**config.mk**
```make
export PLATFORM = sky130hd
export DESIGN_NAME = nru_page_replacement_core
export DESIGN_NICKNAME = d
export VERILOG_FILES = /design/src/rtl/nru_pkg.sv /design/src/rtl/nru_page_replacement_core.sv /design/src/rtl/nru_frame_mem.sv /design/src/rtl/nru_mod_step.sv
export SDC_FILE = /design/constraint.sdc
export NUM_CORES = 1
export LEC_CHECK = 0
export BUFFER_PORTS_ARGS = -buffer_cell sky130_fd_sc_hd__buf_2
export CAP_MARGIN = 20
export CORE_ASPECT_RATIO = 0.5
export CORE_MARGIN = 3
export CORE_UTILIZATION = 41
export CTS_CLUSTER_DIAMETER = 40
export DETAILED_ROUTE_END_ITERATION = 6
export PLACE_DENSITY = 0.61
export SYNTH_ARGS = -nofsm -noshare
export SYNTH_HDL_FRONTEND = slang
export SYNTH_SLANG_ARGS = --single-unit
```
**constraint.sdc**
```tcl
create_clock -name clk -period 5.1 [get_ports clk]
set_input_delay 1.53 -clock clk [delete_from_list [all_inputs] [get_ports clk]]
set_output_delay 1.53 -clock clk [all_outputs]
set_load 0.005 [all_outputs]
```
**src/rtl/nru_pkg.sv**
```systemverilog
// Shared types and constants for the NRU page replacement core.
// No dependencies; the core and nru_mod_step in rtl/ refer to this package.
`default_nettype none

package nru_pkg;

    // Fixed field widths of the reference and result transfers
    localparam int PAGE_NUM_W = 7;
    localparam int PICK_W     = 8;
    localparam int FRAME_W    = 4;
    localparam int COUNT_W    = 32;

    // Width of the shared remainder step datapath
    localparam int MOD_W      = 8;

    // One page reference
    typedef struct packed {
        logic [PAGE_NUM_W-1:0] vpage;
        logic                  written;
        logic [PICK_W-1:0]     pick;
    } ref_item_t;

    // One replacement result
    typedef struct packed {
        logic                  fault;
        logic [FRAME_W-1:0]    frame;
        logic                  evicted_valid;
        logic [PAGE_NUM_W-1:0] evicted_page;
        logic [COUNT_W-1:0]    fault_count;
    } res_item_t;

    // Sequencer states
    typedef enum logic [2:0] {
        ST_IDLE,
        ST_PRED,
        ST_SCAN,
        ST_MOD,
        ST_SEL,
        ST_WRITE
    } state_t;

endpackage

`default_nettype wire

```
**src/rtl/nru_page_replacement_core.sv**
```systemverilog
// Top level of the NRU page replacement core: sequencer, frame table and remainder unit.
// Depends on nru_pkg, nru_frame_mem and nru_mod_step.
`default_nettype none

// Takes one page reference per transfer and returns one result per reference.
// The block works on one reference at a time and is not ready until its result
// has been loaded into the output register. A reference first has its page number
// reduced modulo PAGES (only when PAGES < 128), then the frame table is scanned
// through its single read port, one frame per cycle, until a hit or until all used
// frames are seen; a fault then takes a free frame if there is one. When all frames
// are full, the pick value is reduced modulo the class size in 8 steps of the shared
// remainder unit and the table is scanned again to find the victim. Resident pages
// always carry R = 1 (R is never cleared), so only the M bit, kept per frame, sets
// the class.
module nru_page_replacement_core #(
    parameter int PAGES  = 128,
    parameter int FRAMES = 16
) (
    input  wire logic               clk,
    input  wire logic               rst_n,
    input  wire logic               ref_valid,
    output logic                    ref_ready,
    input  wire nru_pkg::ref_item_t ref_item,
    output logic                    res_valid,
    input  wire logic               res_ready,
    output nru_pkg::res_item_t      res_item
);

    localparam int PW = (PAGES > 1) ? $clog2(PAGES) : 1;
    localparam int FW = $clog2(FRAMES);
    localparam int UW = FW + 1;
    localparam int CW = $clog2(FRAMES + 1);
    localparam int DW = PW + 1;
    localparam bit NEED_RED = (PAGES < 128);
    localparam logic [nru_pkg::MOD_W-1:0] PAGES_D  = nru_pkg::MOD_W'(PAGES);
    localparam logic [nru_pkg::MOD_W-1:0] FRAMES_D = nru_pkg::MOD_W'(FRAMES);
    localparam logic [UW-1:0] FRAMES_U = UW'(FRAMES);
    localparam logic [2:0] STEP_LAST = 3'(nru_pkg::MOD_W - 1);

    nru_pkg::state_t state_reg, state_next;

    logic [UW-1:0]                 idx_reg, idx_next;
    logic                          chk_v_reg, chk_v_next;
    logic [FW-1:0]                 chk_idx_reg, chk_idx_next;
    logic [2:0]                    step_reg, step_next;
    logic [nru_pkg::MOD_W-1:0]     rem_reg, rem_next;
    logic [nru_pkg::MOD_W-1:0]     src_reg, src_next;
    logic [nru_pkg::MOD_W-1:0]     div_reg, div_next;
    logic [nru_pkg::PICK_W-1:0]    pick_reg, pick_next;
    logic                          wr_reg, wr_next;
    logic [PW-1:0]                 page_reg, page_next;
    logic [UW-1:0]                 used_reg, used_next;
    logic [CW-1:0]                 cnt_reg, cnt_next;
    logic [CW-1:0]                 seen_reg, seen_next;
    logic                          cls_m_reg, cls_m_next;
    logic                          hit_reg, hit_next;
    logic [FW-1:0]                 slot_reg, slot_next;
    logic [PW-1:0]                 ev_reg, ev_next;
    logic                          evv_reg, evv_next;
    logic                          newm_reg, newm_next;
    logic [nru_pkg::COUNT_W-1:0]   faults_reg, faults_next;
    logic                          res_valid_reg, res_valid_next;
    nru_pkg::res_item_t            res_reg, res_next;

    logic [nru_pkg::MOD_W-1:0]     unit_out;
    logic [DW-1:0]                 rd_data;
    logic [PW-1:0]                 rd_page;
    logic                          rd_m;
    logic                          mem_we;
    logic                          accept;
    logic                          out_free;
    logic                          scan_hit;
    logic                          scan_end;
    logic                          sel_found;
    logic                          step_last;

    // Frame table
    nru_frame_mem #(
        .DEPTH (FRAMES),
        .AW    (FW),
        .DW    (DW)
    ) u_frame_mem (
        .clk   (clk),
        .we    (mem_we),
        .waddr (slot_reg),
        .wdata ({page_reg, newm_reg}),
        .raddr (idx_reg[FW-1:0]),
        .rdata (rd_data)
    );

    // Shared remainder step, used for page reduction and the victim pick
    nru_mod_step u_mod_step (
        .rem_in  (rem_reg),
        .bit_in  (src_reg[step_reg]),
        .divisor (div_reg),
        .rem_out (unit_out)
    );

    // Status terms shared by the next-state and datapath logic
    always_comb
    begin
        rd_page   = rd_data[DW-1:1];
        rd_m      = rd_data[0];
        accept    = ref_valid && ref_ready;
        out_free  = !res_valid_reg || res_ready;
        scan_hit  = chk_v_reg && (rd_page == page_reg);
        scan_end  = !chk_v_reg && (idx_reg == used_reg);
        sel_found = chk_v_reg && (rd_m == cls_m_reg) &&
                    (seen_reg == CW'(rem_reg));
        step_last = (step_reg == 3'd0);
        mem_we    = (state_reg == nru_pkg::ST_WRITE) && out_free;
    end

    // Next state
    always_comb
    begin
        state_next = state_reg;
        case (state_reg)
            nru_pkg::ST_IDLE:
            begin
                if (accept)
                begin
                    state_next = NEED_RED ? nru_pkg::ST_PRED : nru_pkg::ST_SCAN;
                end
            end
            nru_pkg::ST_PRED:
            begin
                if (step_last)
                begin
                    state_next = nru_pkg::ST_SCAN;
                end
            end
            nru_pkg::ST_SCAN:
            begin
                if (scan_hit)
                begin
                    state_next = nru_pkg::ST_WRITE;
                end
                else if (scan_end)
                begin
                    state_next = (used_reg < FRAMES_U) ? nru_pkg::ST_WRITE
                                                       : nru_pkg::ST_MOD;
                end
            end
            nru_pkg::ST_MOD:
            begin
                if (step_last)
                begin
                    state_next = nru_pkg::ST_SEL;
                end
            end
            nru_pkg::ST_SEL:
            begin
                if (sel_found)
                begin
                    state_next = nru_pkg::ST_WRITE;
                end
            end
            nru_pkg::ST_WRITE:
            begin
                if (out_free)
                begin
                    state_next = nru_pkg::ST_IDLE;
                end
            end
            default:
            begin
                state_next = nru_pkg::ST_IDLE;
            end
        endcase
    end

    // Datapath and outputs
    always_comb
    begin
        idx_next       = idx_reg;
        chk_v_next     = 1'b0;
        chk_idx_next   = chk_idx_reg;
        step_next      = step_reg;
        rem_next       = rem_reg;
        src_next       = src_reg;
        div_next       = div_reg;
        pick_next      = pick_reg;
        wr_next        = wr_reg;
        page_next      = page_reg;
        used_next      = used_reg;
        cnt_next       = cnt_reg;
        seen_next      = seen_reg;
        cls_m_next     = cls_m_reg;
        hit_next       = hit_reg;
        slot_next      = slot_reg;
        ev_next        = ev_reg;
        evv_next       = evv_reg;
        newm_next      = newm_reg;
        faults_next    = faults_reg;
        res_valid_next = res_valid_reg && !res_ready;
        res_next       = res_reg;
        ref_ready      = (state_reg == nru_pkg::ST_IDLE);

        // Issue one frame table read per cycle while scanning
        if ((state_reg == nru_pkg::ST_SCAN || state_reg == nru_pkg::ST_SEL) &&
            (idx_reg < used_reg))
        begin
            chk_v_next   = 1'b1;
            chk_idx_next = idx_reg[FW-1:0];
            idx_next     = idx_reg + UW'(1);
        end

        case (state_reg)
            nru_pkg::ST_IDLE:
            begin
                if (accept)
                begin
                    src_next  = {1'b0, ref_item.vpage};
                    page_next = PW'(ref_item.vpage);
                    pick_next = ref_item.pick;
                    wr_next   = ref_item.written;
                    div_next  = PAGES_D;
                    rem_next  = '0;
                    step_next = STEP_LAST;
                    idx_next  = '0;
                    cnt_next  = '0;
                    hit_next  = 1'b0;
                    evv_next  = 1'b0;
                    ev_next   = '0;
                end
            end
            nru_pkg::ST_PRED:
            begin
                rem_next  = unit_out;
                step_next = step_reg - 3'd1;
                if (step_last)
                begin
                    page_next = PW'(unit_out);
                end
            end
            nru_pkg::ST_SCAN:
            begin
                if (scan_hit)
                begin
                    hit_next   = 1'b1;
                    slot_next  = chk_idx_reg;
                    newm_next  = rd_m | wr_reg;
                    chk_v_next = 1'b0;
                end
                else if (chk_v_reg && !rd_m)
                begin
                    cnt_next = cnt_reg + CW'(1);
                end
                else if (scan_end)
                begin
                    newm_next = wr_reg;
                    if (used_reg < FRAMES_U)
                    begin
                        // Free frame: fill in order
                        slot_next = used_reg[FW-1:0];
                        used_next = used_reg + UW'(1);
                    end
                    else
                    begin
                        // Lowest class is clean pages if any, else all frames
                        div_next   = (cnt_reg != '0) ? nru_pkg::MOD_W'(cnt_reg) : FRAMES_D;
                        cls_m_next = (cnt_reg == '0);
                        src_next   = pick_reg;
                        rem_next   = '0;
                        step_next  = STEP_LAST;
                    end
                end
            end
            nru_pkg::ST_MOD:
            begin
                rem_next  = unit_out;
                step_next = step_reg - 3'd1;
                if (step_last)
                begin
                    idx_next  = '0;
                    seen_next = '0;
                end
            end
            nru_pkg::ST_SEL:
            begin
                if (sel_found)
                begin
                    slot_next  = chk_idx_reg;
                    ev_next    = rd_page;
                    evv_next   = 1'b1;
                    chk_v_next = 1'b0;
                end
                else if (chk_v_reg && (rd_m == cls_m_reg))
                begin
                    seen_next = seen_reg + CW'(1);
                end
            end
            nru_pkg::ST_WRITE:
            begin
                if (out_free)
                begin
                    if (!hit_reg && (faults_reg != '1))
                    begin
                        faults_next = faults_reg + nru_pkg::COUNT_W'(1);
                    end
                    res_valid_next         = 1'b1;
                    res_next.fault         = !hit_reg;
                    res_next.frame         = nru_pkg::FRAME_W'(slot_reg);
                    res_next.evicted_valid = evv_reg;
                    res_next.evicted_page  = nru_pkg::PAGE_NUM_W'(ev_reg);
                    res_next.fault_count   = (!hit_reg && (faults_reg != '1))
                                             ? faults_reg + nru_pkg::COUNT_W'(1)
                                             : faults_reg;
                end
            end
            default:
            begin
                chk_v_next = 1'b0;
            end
        endcase
    end

    // Control registers
    always_ff @(posedge clk or negedge rst_n)
    begin
        if (!rst_n)
        begin
            state_reg     <= nru_pkg::ST_IDLE;
            chk_v_reg     <= 1'b0;
            used_reg      <= '0;
            faults_reg    <= '0;
            res_valid_reg <= 1'b0;
        end
        else
        begin
            state_reg     <= state_next;
            chk_v_reg     <= chk_v_next;
            used_reg      <= used_next;
            faults_reg    <= faults_next;
            res_valid_reg <= res_valid_next;
        end
    end

    // Working registers
    always_ff @(posedge clk)
    begin
        idx_reg     <= idx_next;
        chk_idx_reg <= chk_idx_next;
        step_reg    <= step_next;
        rem_reg     <= rem_next;
        src_reg     <= src_next;
        div_reg     <= div_next;
        pick_reg    <= pick_next;
        wr_reg      <= wr_next;
        page_reg    <= page_next;
        cnt_reg     <= cnt_next;
        seen_reg    <= seen_next;
        cls_m_reg   <= cls_m_next;
        hit_reg     <= hit_next;
        slot_reg    <= slot_next;
        ev_reg      <= ev_next;
        evv_reg     <= evv_next;
        newm_reg    <= newm_next;
        res_reg     <= res_next;
    end

    assign res_valid = res_valid_reg;
    assign res_item  = res_reg;

endmodule

`default_nettype wire

```
**src/rtl/nru_frame_mem.sv**
```systemverilog
// Frame table memory: one entry per frame holding the resident page and its M bit.
// One write port, one registered read port. Uses no package items.
`default_nettype none

module nru_frame_mem #(
    parameter int DEPTH = 16,
    parameter int AW    = 4,
    parameter int DW    = 8
) (
    input  wire logic          clk,
    input  wire logic          we,
    input  wire logic [AW-1:0] waddr,
    input  wire logic [DW-1:0] wdata,
    input  wire logic [AW-1:0] raddr,
    output logic      [DW-1:0] rdata
);

    logic [DW-1:0] mem [DEPTH];
    logic [DW-1:0] rdata_reg;

    // Write port
    always_ff @(posedge clk)
    begin
        if (we)
        begin
            mem[waddr] <= wdata;
        end
    end

    // Registered read port
    always_ff @(posedge clk)
    begin
        rdata_reg <= mem[raddr];
    end

    assign rdata = rdata_reg;

endmodule

`default_nettype wire

```
**src/rtl/nru_mod_step.sv**
```systemverilog
// One restoring remainder step: shift in one dividend bit, subtract divisor if it fits.
// Depends on nru_pkg for the datapath width.
`default_nettype none

module nru_mod_step (
    input  wire logic [nru_pkg::MOD_W-1:0] rem_in,
    input  wire logic                      bit_in,
    input  wire logic [nru_pkg::MOD_W-1:0] divisor,
    output logic      [nru_pkg::MOD_W-1:0] rem_out
);

    logic [nru_pkg::MOD_W-1:0] shifted;

    // Remainder stays below a divisor of at most 127, so the top bit drops out
    always_comb
    begin
        shifted = {rem_in[nru_pkg::MOD_W-2:0], bit_in};
        if (shifted >= divisor)
        begin
            rem_out = shifted - divisor;
        end
        else
        begin
            rem_out = shifted;
        end
    end

endmodule

`default_nettype wire

```
==> results.yml, run 1 <==
sta:
  final.period_utilization_pct: 63.7
  relative_slew_margins_pct: 30.4
  fmax_mhz: 308
  setup_tns_ps: 0
  finalClockSkew_ps: 18.8
  fin_ws_ps: 1850
  setup_repair_after_global_routing_missed_its_margin: "no"
  fin_crit_ps: 3250
  setup_viol: 0
  finalHoldViolations: 0
  max_slew.worst_pin.slew_ps: 1040
  max_slew_violation_total_from_the_final_report: 0
cells_and_area:
  nets: 969
  fill_cells: 2669
  finalInstanceArea_um2: 14600
  area_delta_synth_final_pct: 13.9
  multi_input_area_um2: 3960
  diodes: 0
  number_of_flip_flops_under_the_largest_register_name: 128
  leading_cell_type_in_the_layout_fill_and_taps_excluded: "sky130_fd_sc_hd__edfxtp_1"
  mostFrequentLayoutCells: "sky130_fd_sc_hd__edfxtp_1, sky130_fd_sc_hd__nand2_1, sky130_fd_sc_hd__buf_2, sky130_fd_sc_hd__nor2_1, sky130_fd_sc_hd__xnor2_1"
  layout.cells.non_filler: 1374
  area.sequential_um2: 8580
  drive_above_1_share_pct: 20.5
detailed_routing:
  drt_wl_total_um: 26600
  wire_per_inst_um: 19.4
  route.antenna.remaining_nets: 0
  drt_drc_violations_left: 0
  drt-initial-drc-count: 700
  routed_via_density: 5.26
  dr_total_vias: 7222
  dr.pass1.iters: 5
critical_path:
  worst-r2r-setup-slack_ps: 1850
  arrival_ps: 3440
  cp-start-kind: "input port"
  r2r-start: "step_reg[0]"
  crit_end: "u_frame_mem.mem[0][2]"
  worst-path-max-fanout: 10
  timing.critical_path.from: "res_ready"
  critPathCaptureType: "flop"
  r2r_end: "page_reg[4]"
  worst-setup-path-type: "in2reg"
  cell_depth_of_the_worst_flop_to_flop_path: 8
  timing.critical_path.required_ps: 5290
grt:
  gr-usage-all-layers_pct: 16.2
  gr-total-overflow: 0
  first_pass_grt_wire_length_um: 42000
  grt_start_max_net_pins: 60
  via_count_of_the_first_global_routing_pass: 7164
  initial_antenna_violation_count: 0
yosys:
  synth_compound_area_share_pct: 2.59
  fraction_of_the_yosys_area_taken_by_sequential_cells_pct: 67.0
  post_synth_simple_gate_area_pct: 11.5
  synth-main-ff-cell: "sky130_fd_sc_hd__edfxtp_1"
  post_synth_xor_xnor_area_pct: 6.09
  async_reset_ff_share_pct: 14.1
  mux_contribution_to_synthesized_area_pct: 8.72
  number_of_flops_mapped_to_enable_cells_by_yosys: 242
  synthesized_area_per_cell_um2: 14.9
  area_share_of_fa_ha_maj_cells_after_synthesis_pct: 2.01
  yosys_warnings: 0
  post_synth_inst_count: 860
  synth.ff_latch_count: 297
  yosys.cell_types.count: 65
  netlist_area_um2: 12800
  syn_nets: 900
  synth_top_family_by_area: "simple AND/OR/NAND/NOR gates"
die:
  die_x_um: 256
  std_cell_rows: 45
  chipHeight_um: 131
  io-pin-count: 67
  die_area_um2: 33500
  start_util_pct: 41.9
  core-area_um2: 30500
clock_network:
  cts_resized: 0
  holdBufCountCts: 0
  cts-htree-levels: 1
  tritoncts.num_buffers: 30
  clock_latency_ps: 570
  cts_num_sinks: 297
  cts_post_setup_buffers_inserted: 0
  cts.root.buffer_cell: "sky130_fd_sc_hd__clkbuf_16"
  cts_buffer_depth: 3
  tritoncts: "done"
  clkSlewWorstSetupHoldPaths_ps: 60
status:
  status: "finished, final reports clean"
min_path:
  worstHoldPathCells: 0
  min_path_type: "reg2reg"
power:
  worst_ir_drop_vdd_uv: 240
  power.density_nw_per_um2: 499
  p_leak_nw: 5.18
  sum_of_internal_switching_and_leakage_power_mw: 7.27
place:
  input_output_buffers: 66
  dp_slack_ps: 1220
  detailedPlacementHpwl_um: 17700
  dpl_cell_area_um2: 13500
  gpl.final_weighted_congestion: 0.792
  placedCellCount: 1318
flow_run:
  drv_cap: 0
power breakdown:
part | leakage (nW) | switching [mW] | internal, mW
combinational | 1.80 | 0.947 | 0.697
clock | 0.483 | 0.947 | 1.26
sequential | 2.89 | 0.338 | 3.08
logic make-up after synthesis:
family / after synthesis
and+or+nand+nor: 290
muxes: 58
AOI/OAI and AO/OA: 46
adders and majority gates: 20
DFF: 297
buffers and inverters: 60
xor gates and xnor gates: 89
cell type report:
type | instances | area share, %
clock buffer | 33 | 5.30
clock inverter | 21 | 1.53
inverter | 24 | 0.618
multi-input combinational | 503 | 27.2
sequential | 297 | 58.9
tap | 423 | 3.63
timing repair buffer | 73 | 2.85
cell usage after synthesis, types with 3 or more instances:
cell type,instances,area share (%)
sky130_fd_sc_hd__nand3_1,37,1.4
sky130_fd_sc_hd__mux2_2,8,0.70
sky130_fd_sc_hd__nor3_1,33,1.3
sky130_fd_sc_hd__inv_1,20,0.59
sky130_fd_sc_hd__a21oi_1,7,0.27
sky130_fd_sc_hd__buf_2,7,0.27
sky130_fd_sc_hd__dfxtp_1,13,2.0
sky130_fd_sc_hd__mux2i_1,8,0.63
sky130_fd_sc_hd__nor2b_1,3,0.15
sky130_fd_sc_hd__or2_2,5,0.24
sky130_fd_sc_hd__nand4_1,23,1.1
sky130_fd_sc_hd__clkbuf_1,20,0.59
sky130_fd_sc_hd__or3_1,9,0.44
sky130_fd_sc_hd__buf_1,4,0.12
sky130_fd_sc_hd__xor2_1,39,2.7
sky130_fd_sc_hd__nor2_1,56,1.6
sky130_fd_sc_hd__o22ai_1,3,0.15
sky130_fd_sc_hd__mux4_2,42,7.4
sky130_fd_sc_hd__dfrtp_1,42,8.2
sky130_fd_sc_hd__nor4_1,10,0.49
sky130_fd_sc_hd__nand3b_1,3,0.18
sky130_fd_sc_hd__inv_2,3,0.088
sky130_fd_sc_hd__xnor2_1,50,3.4
sky130_fd_sc_hd__o21ai_0,11,0.43
sky130_fd_sc_hd__nand2b_1,9,0.44
sky130_fd_sc_hd__nand2_1,69,2.0
sky130_fd_sc_hd__ha_1,19,1.9
sky130_fd_sc_hd__and3_1,6,0.29
sky130_fd_sc_hd__and2_1,13,0.64
sky130_fd_sc_hd__edfxtp_1,242,57
worst min path at each step:
stage	from	end	slack [ps]
after floorplan	ev_reg[0]	res_item[32]	400
after global placement	ev_reg[5]	res_item[37]	410
after detailed placement	ev_reg[0]	res_item[32]	400
after CTS	evv_reg	res_item[39]	420
after global routing	ev_reg[5]	res_item[37]	430
final	ev_reg[5]	res_item[37]	420
routing by layer:
metal,GRT usage (%),routed length (µm),up-vias
met2,25.7,12000,198
met1,23.6,12700,3613
met5,0,0,-
met3,2.91,1480,38
li1,-,-,3373
met4,3.28,444,0
worst max-delay path: stages:
cell,delay [ps]
sky130_fd_sc_hd__buf_2,80
sky130_fd_sc_hd__nand2b_1,160
sky130_fd_sc_hd__nand2b_1,340
sky130_fd_sc_hd__or3_1,530
sky130_fd_sc_hd__nor3_1,800
metrics by stage:
| step | hold WS (ps) | utilization [%] |
|---|---|---|
| CTS | 420 | 47.6 |
| global route | 426 | 47.7 |
| global placement | 406 | 44.3 |
| detailed placement | 405 | 44.3 |
| finish | 419 | 47.7 |
| floorplan | 400 | - |
(Power assumes the default switching activity.)
==> run 2, diff against run 1 <==
- ABC_AREA: default -> 1
- PLACE_DENSITY: 0.61 -> 0.63
- clock period: 5.1 -> 2.8 ns (I/O delays scaled with it)
==> results.yml, run 2 <==
cells_and_area:
  number_of_flip_flops_under_the_largest_register_name: 128
  layout.cells.non_filler: 1875
  drive_above_1_share_pct: 14.8
  mostFrequentLayoutCells: "sky130_fd_sc_hd__nand2_1, sky130_fd_sc_hd__edfxtp_1, sky130_fd_sc_hd__nor2_1, sky130_fd_sc_hd__inv_1, sky130_fd_sc_hd__o21ai_0"
  finalInstanceArea_um2: 15600
  nets: 1459
  area_delta_synth_final_pct: 15.9
  diodes: 0
  leading_cell_type_in_the_layout_fill_and_taps_excluded: "sky130_fd_sc_hd__nand2_1"
  finalCoreUtilization_pct: 48.6
yosys:
  number_of_flops_mapped_to_enable_cells_by_yosys: 242
  post_synth_xor_xnor_area_pct: 1.89
  synth_compound_area_share_pct: 8.24
  synthesized_area_per_cell_um2: 10.2
  netlist_area_um2: 13400
  yosys-top-cells-count: "sky130_fd_sc_hd__nand2_1, sky130_fd_sc_hd__edfxtp_1, sky130_fd_sc_hd__nor2_1, sky130_fd_sc_hd__inv_1, sky130_fd_sc_hd__o21ai_0"
  synth_most_common_cell: "sky130_fd_sc_hd__nand2_1"
  synth.ff_latch_count: 297
  area_share_of_fa_ha_maj_cells_after_synthesis_pct: 1.92
  yosys.cell_types.count: 42
  synth_area_leaders: "sky130_fd_sc_hd__edfxtp_1, sky130_fd_sc_hd__nand2_1, sky130_fd_sc_hd__dfrtp_1, sky130_fd_sc_hd__nor2_1, sky130_fd_sc_hd__o21ai_0"
  synthDominantCellAreaShare_pct: 54.1
  post_synth_simple_gate_area_pct: 19.6
  mux_contribution_to_synthesized_area_pct: 0
  fraction_of_the_yosys_area_taken_by_sequential_cells_pct: 63.9
  syn_nets: 1355
  post_synthesis_cell_type_with_the_largest_combined_area: "sky130_fd_sc_hd__edfxtp_1"
  synth-main-ff-cell: "sky130_fd_sc_hd__edfxtp_1"
  post_synth_inst_count: 1315
  async_reset_ff_share_pct: 14.1
  synth_top_family_by_area: "simple AND/OR/NAND/NOR gates"
  yosys_warnings: 0
sta:
  relative_slew_margins_pct: 46.0
  fin_ws_ps: 231
  setup_viol: 0
  final.period_utilization_pct: 91.7
  fmax_mhz: 389
  hold_ws_ps: 263
  finalClockSkew_ps: 14.7
  setup_repair_after_global_routing_missed_its_margin: "no"
  max_slew_violation_total_from_the_final_report: 0
  fin_crit_ps: 2570
  finalHoldViolations: 0
  max_slew.worst_pin.slew_ps: 809
  setup_tns_ps: 0
power:
  sum_of_internal_switching_and_leakage_power_mw: 15.5
  p_leak_nw: 6.14
  power.density_nw_per_um2: 993
  worst_ir_drop_vdd_uv: 611
grt:
  grtUsageMet3_pct: 3.32
  via_count_of_the_first_global_routing_pass: 8930
  grt_start_max_net_pins: 90
  first_pass_grt_wire_length_um: 48400
  grtUsageMet1_pct: 24.5
  initial_antenna_violation_count: 0
  gr-total-overflow: 0
  global_route.peak_usage_layer: "met2"
  met2_usage_pct: 28.8
  gr-usage-all-layers_pct: 17.5
critical_path:
  worst-r2r-setup-slack_ps: 230
  cp-start-kind: "flop"
  r2r-start: "step_reg[0]"
  worst-path-max-fanout: 5
  timing.critical_path.required_ps: 3100
  r2r_end: "page_reg[3]"
  worst-setup-path-type: "reg2reg"
  arrival_ps: 2870
  critPathCaptureType: "flop"
  cell_depth_of_the_worst_flop_to_flop_path: 14
detailed_routing:
  drt-initial-drc-count: 847
  wire_per_inst_um: 16.2
  dr.pass1.iters: 5
  dr_total_vias: 9462
  route.antenna.remaining_nets: 0
  routed_via_density: 5.05
  drt_wl_total_um: 30400
  drt_drc_violations_left: 0
clock_network:
  cts.root.buffer_cell: "sky130_fd_sc_hd__clkbuf_16"
  cts_num_sinks: 297
  tritoncts: "done"
  cts-htree-levels: 1
  tritoncts.num_buffers: 30
  cts_buffer_depth: 3
  clkSlewWorstSetupHoldPaths_ps: 70
  clock_latency_ps: 560
die:
  io-pin-count: 67
  std_cell_rows: 46
  die_area_um2: 35100
  start_util_pct: 42.0
  chipHeight_um: 134
  core-area_um2: 32000
  die_x_um: 262
place:
  detailedPlacementHpwl_um: 20900
  input_output_buffers: 66
  dp_slack_ps: 60.2
  dpl_cell_area_um2: 14500
  placedCellCount: 1818
  gpl.final_weighted_congestion: 0.893
flow_run:
  drv_cap: 0
min_path:
  min_path_type: "in2async"
status:
  status: "finished, final reports clean"
[run 2: cell types whose count changed after synthesis, sizes merged, moves of 12 or more]
cell | before | now
o21ai | 11 | 106
o221ai | 0 | 20
xnor2 | 50 | 11
o22ai | 3 | 15
nor2 | 56 | 209
nand4 | 24 | 5
mux4 | 42 | 0
inv | 23 | 107
nor3 | 35 | 10
nand2 | 70 | 356
xor2 | 39 | 18
[run 2: how the worst max path moves through the flow]
stage	slack [ps]	to	startpoint
global placement	160	page_reg[3]	step_reg[0]
finish	230	page_reg[3]	step_reg[0]
floorplan	20	div_reg[0]	idx_reg[0]
detailed placement	60	page_reg[3]	step_reg[0]
CTS	60	page_reg[3]	step_reg[0]
global route	30	page_reg[3]	step_reg[0]
[run 2: cell families (layout without fill, tap and decap cells)]
logic type / count (synthesis) / after routing
XOR/XNOR: 29 / 29
adder cells (fa/ha/maj): 20 / 20
AND/OR/NAND/NOR: 634 / 634
flip-flops: 297 / 297
buffers and inverters: 148 / 276
AO/OA/AOI/OAI: 187 / 187
[run 2: timing repair]
| item | CTS | global route |
|---|---|---|
| gates resized for setup | 0 | 4 |
| setup buffers | 0 | 1 |
| hold buffers | 0 | 0 |
| endpoints found under the setup margin | 0 | 14 |
[run 2: power breakdown]
| group | switching, mW | internal, mW | leakage (nW) | total, mW |
|---|---|---|---|---|
| Sequential | 0.574 | 5.92 | 2.84 | 6.49 |
| Clock | 1.76 | 2.46 | 0.517 | 4.22 |
| Combinational | 3.17 | 1.58 | 2.78 | 4.75 |
| Total | 5.51 | 9.95 | 6.14 | 15.5 |
[run 2: area by class of cell]
| class | instances | area [µm²] |
|---|---|---|
| clock buffer | 33 | 793 |
| clock inverter | 23 | 260 |
| fill | 2944 | 16400 |
| inverter | 107 | 405 |
| multi-input combinational | 870 | 4280 |
| timing repair buffer | 113 | 708 |
| tap | 432 | 541 |
| sequential | 297 | 8580 |
[run 2: critical path, stage by stage (launching register included)]
cell	delay, ps
sky130_fd_sc_hd__edfxtp_1	430
sky130_fd_sc_hd__buf_4	170
sky130_fd_sc_hd__o21ai_0	160
sky130_fd_sc_hd__o22ai_1	100
sky130_fd_sc_hd__o21ai_0	230
sky130_fd_sc_hd__ha_1	250
sky130_fd_sc_hd__fa_2	240
sky130_fd_sc_hd__o21ai_2	70
sky130_fd_sc_hd__nand2_1	70
sky130_fd_sc_hd__nand3_2	110
sky130_fd_sc_hd__buf_4	170
sky130_fd_sc_hd__nand2_1	60
sky130_fd_sc_hd__o21ai_0	100
sky130_fd_sc_hd__nand2_1	70
sky130_fd_sc_hd__o21ai_0	70
[run 2: metal layers]
layer  up-vias  share of wire, %  wire (µm)
met5         -                 0          0
met4         0               1.8        537
met3        39               5.4       1650
met2       213                47      14300
met1      4538                46      13900
li1       4672                 -          -
==> run 3, diff against run 2 <==
- PLACE_DENSITY: 0.63 -> 0.61
- SETUP_SLACK_MARGIN: default -> 0.3
- SLEW_MARGIN: default -> 20
- clock period: 2.8 -> 2.7 ns (I/O delays scaled with it)
==> results.yml, run 3 (same netlist as run 2, synthesis figures left out) <==
place:
  input_output_buffers: 66
  gpl.final_weighted_congestion: 0.930
  placedCellCount: 1816
  dp_slack_ps: 32.2
  detailedPlacementHpwl_um: 20800
  dpl_cell_area_um2: 14500
sta:
  relative_slew_margins_pct: 43.8
  finalHoldViolations: 0
  setup_repair_after_global_routing_missed_its_margin: "yes"
  setup_viol: 0
  fin_crit_ps: 2500
  fin_ws_ps: 202
  finalClockSkew_ps: 13.9
  setup_tns_ps: 0
  max_slew.worst_pin.slew_ps: 842
  fmax_mhz: 400
  final.period_utilization_pct: 92.5
  max_slew_violation_total_from_the_final_report: 0
  hold_ws_ps: 232
power:
  p_leak_nw: 6.16
  worst_ir_drop_vdd_uv: 578
  sum_of_internal_switching_and_leakage_power_mw: 16.1
  power.density_nw_per_um2: 1030
grt:
  gr-total-overflow: 0
  first_pass_grt_wire_length_um: 48800
  initial_antenna_violation_count: 0
  grt_start_max_net_pins: 76
  gr-usage-all-layers_pct: 17.7
  via_count_of_the_first_global_routing_pass: 9121
critical_path:
  crit_family: "compound AO/OA/AOI/OAI gates"
  list_of_cells_traversed_by_the_critical_path: "inv_2, nor2_2, o211ai_1, o21ai_1, ha_2, fa_2, o21ai_4, nand2_4, nand3_4, o21ai_1, nand2_1, o21ai_1"
  cp_most_frequent_cell: "sky130_fd_sc_hd__o21ai_1"
  worst-path-max-fanout: 7
  timing.critical_path.from: "step_reg[0]"
  r2r-start: "step_reg[0]"
  timing.critical_path.required_ps: 2990
  worst-setup-path-type: "reg2reg"
  cp_num_cells: 12
  crit_end: "page_reg[2]"
  cp-start-kind: "flop"
  cell_depth_of_the_worst_flop_to_flop_path: 12
  worst_path_max_delay_cell: "sky130_fd_sc_hd__edfxtp_1"
  critPathCaptureType: "flop"
  cp.buffers_inverters: 1
  max_stage_delay_ps: 470
  arrival_ps: 2790
  r2r_end: "page_reg[2]"
  worst-r2r-setup-slack_ps: 200
cells_and_area:
  multi_input_area_um2: 4380
  finalInstanceArea_um2: 15600
  nets: 1473
  fill_cells: 2912
  number_of_flip_flops_under_the_largest_register_name: 128
  drive_above_1_share_pct: 16.4
  area_delta_synth_final_pct: 16.4
  mostFrequentLayoutCells: "sky130_fd_sc_hd__nand2_1, sky130_fd_sc_hd__edfxtp_1, sky130_fd_sc_hd__nor2_1, sky130_fd_sc_hd__inv_1, sky130_fd_sc_hd__o21ai_0"
  leading_cell_type_in_the_layout_fill_and_taps_excluded: "sky130_fd_sc_hd__nand2_1"
  area.sequential_um2: 8580
  layout.cells.non_filler: 1886
  diodes: 0
  finalCoreUtilization_pct: 48.9
die:
  core-area_um2: 32000
  start_util_pct: 42.0
  die_x_um: 262
  die_area_um2: 35100
  io-pin-count: 67
  std_cell_rows: 46
  chipHeight_um: 134
clock_network:
  clkSlewWorstSetupHoldPaths_ps: 70
  clock_latency_ps: 560
  tritoncts.num_buffers: 29
  tritoncts: "done"
  cts_buffer_depth: 3
  cts-htree-levels: 1
  cts.root.buffer_cell: "sky130_fd_sc_hd__clkbuf_16"
  cts_num_sinks: 297
detailed_routing:
  topRoutingLayerUsed: "met4"
  dr.pass1.iters: 5
  route.antenna.remaining_nets: 0
  wl_met2_um: 14100
  met3_wirelength_um: 1880
  drt_drc_violations_left: 0
  routed_via_density: 5.08
  wire_per_inst_um: 16.3
  drt-initial-drc-count: 807
  drt_wl_total_um: 30700
  dr_total_vias: 9581
  route.layer.met1.wl_um: 13900
flow_run:
  drv_cap: 0
min_path:
  min_path_type: "in2async"
status:
  status: "finished, final reports clean"
[run 3: cell count changes in the layout (fill, tap and decap cells not counted), moves of 3 or more]
cell                       change
sky130_fd_sc_hd__o21ai_1       +8
sky130_fd_sc_hd__o21ai_0      -11
sky130_fd_sc_hd__clkinv_1      +3
sky130_fd_sc_hd__buf_4        +14
sky130_fd_sc_hd__nand2_1       -5
sky130_fd_sc_hd__nand2_2       +4
[run 3: layout make-up]
type / instances / share of cell area, %
clock buffers: 33 / 4.80
clock inverters: 19 / 1.11
inverters: 107 / 2.59
multi-input cells: 871 / 28.0
flip-flops and latches: 297 / 54.9
well taps: 432 / 3.46
repair buffers: 127 / 5.20
[run 3: per-layer routing]
metal	global-route usage [%]	up-vias
met2	28.7	290
met4	4.25	0
met5	0	-
li1	-	4697
met1	25.1	4537
met3	2.79	57
[run 3: repair_timing]
item,CTS,global route
hold buffers,0,0
endpoints found under the hold margin,0,0
endpoints found under the setup margin,14,33
cloned,1,0
gates resized for setup,9,26
pin swaps,3,9
buffers inserted,14,3
[run 3: how the worst min path moves through the flow]
stage / startpoint / to / depth (start not counted)
floorplan: ev_reg[0] / res_item[32] / 0
global placement: ev_reg[5] / res_item[37] / 0
detailed placement: ev_reg[4] / res_item[36] / 0
CTS: rst_n / faults_reg[14] / 2
global route: rst_n / faults_reg[14] / 2
finish: rst_n / faults_reg[14] / 2
[run 3: worst reg2reg max path: stages (launching register included)]
cell and delay (ps):
sky130_fd_sc_hd__edfxtp_1 470, sky130_fd_sc_hd__inv_2 130, sky130_fd_sc_hd__nor2_2 40, sky130_fd_sc_hd__o211ai_1 160
sky130_fd_sc_hd__o21ai_1 120, sky130_fd_sc_hd__ha_2 210, sky130_fd_sc_hd__fa_2 420, sky130_fd_sc_hd__o21ai_4 210
sky130_fd_sc_hd__nand2_4 90, sky130_fd_sc_hd__nand3_4 160, sky130_fd_sc_hd__o21ai_1 90, sky130_fd_sc_hd__nand2_1 60
sky130_fd_sc_hd__o21ai_1 70
[run 3: where the power goes]
group	internal (mW)	switching [mW]
clock	2.21	1.75
combinational	1.87	3.56
sequential	6.14	0.594
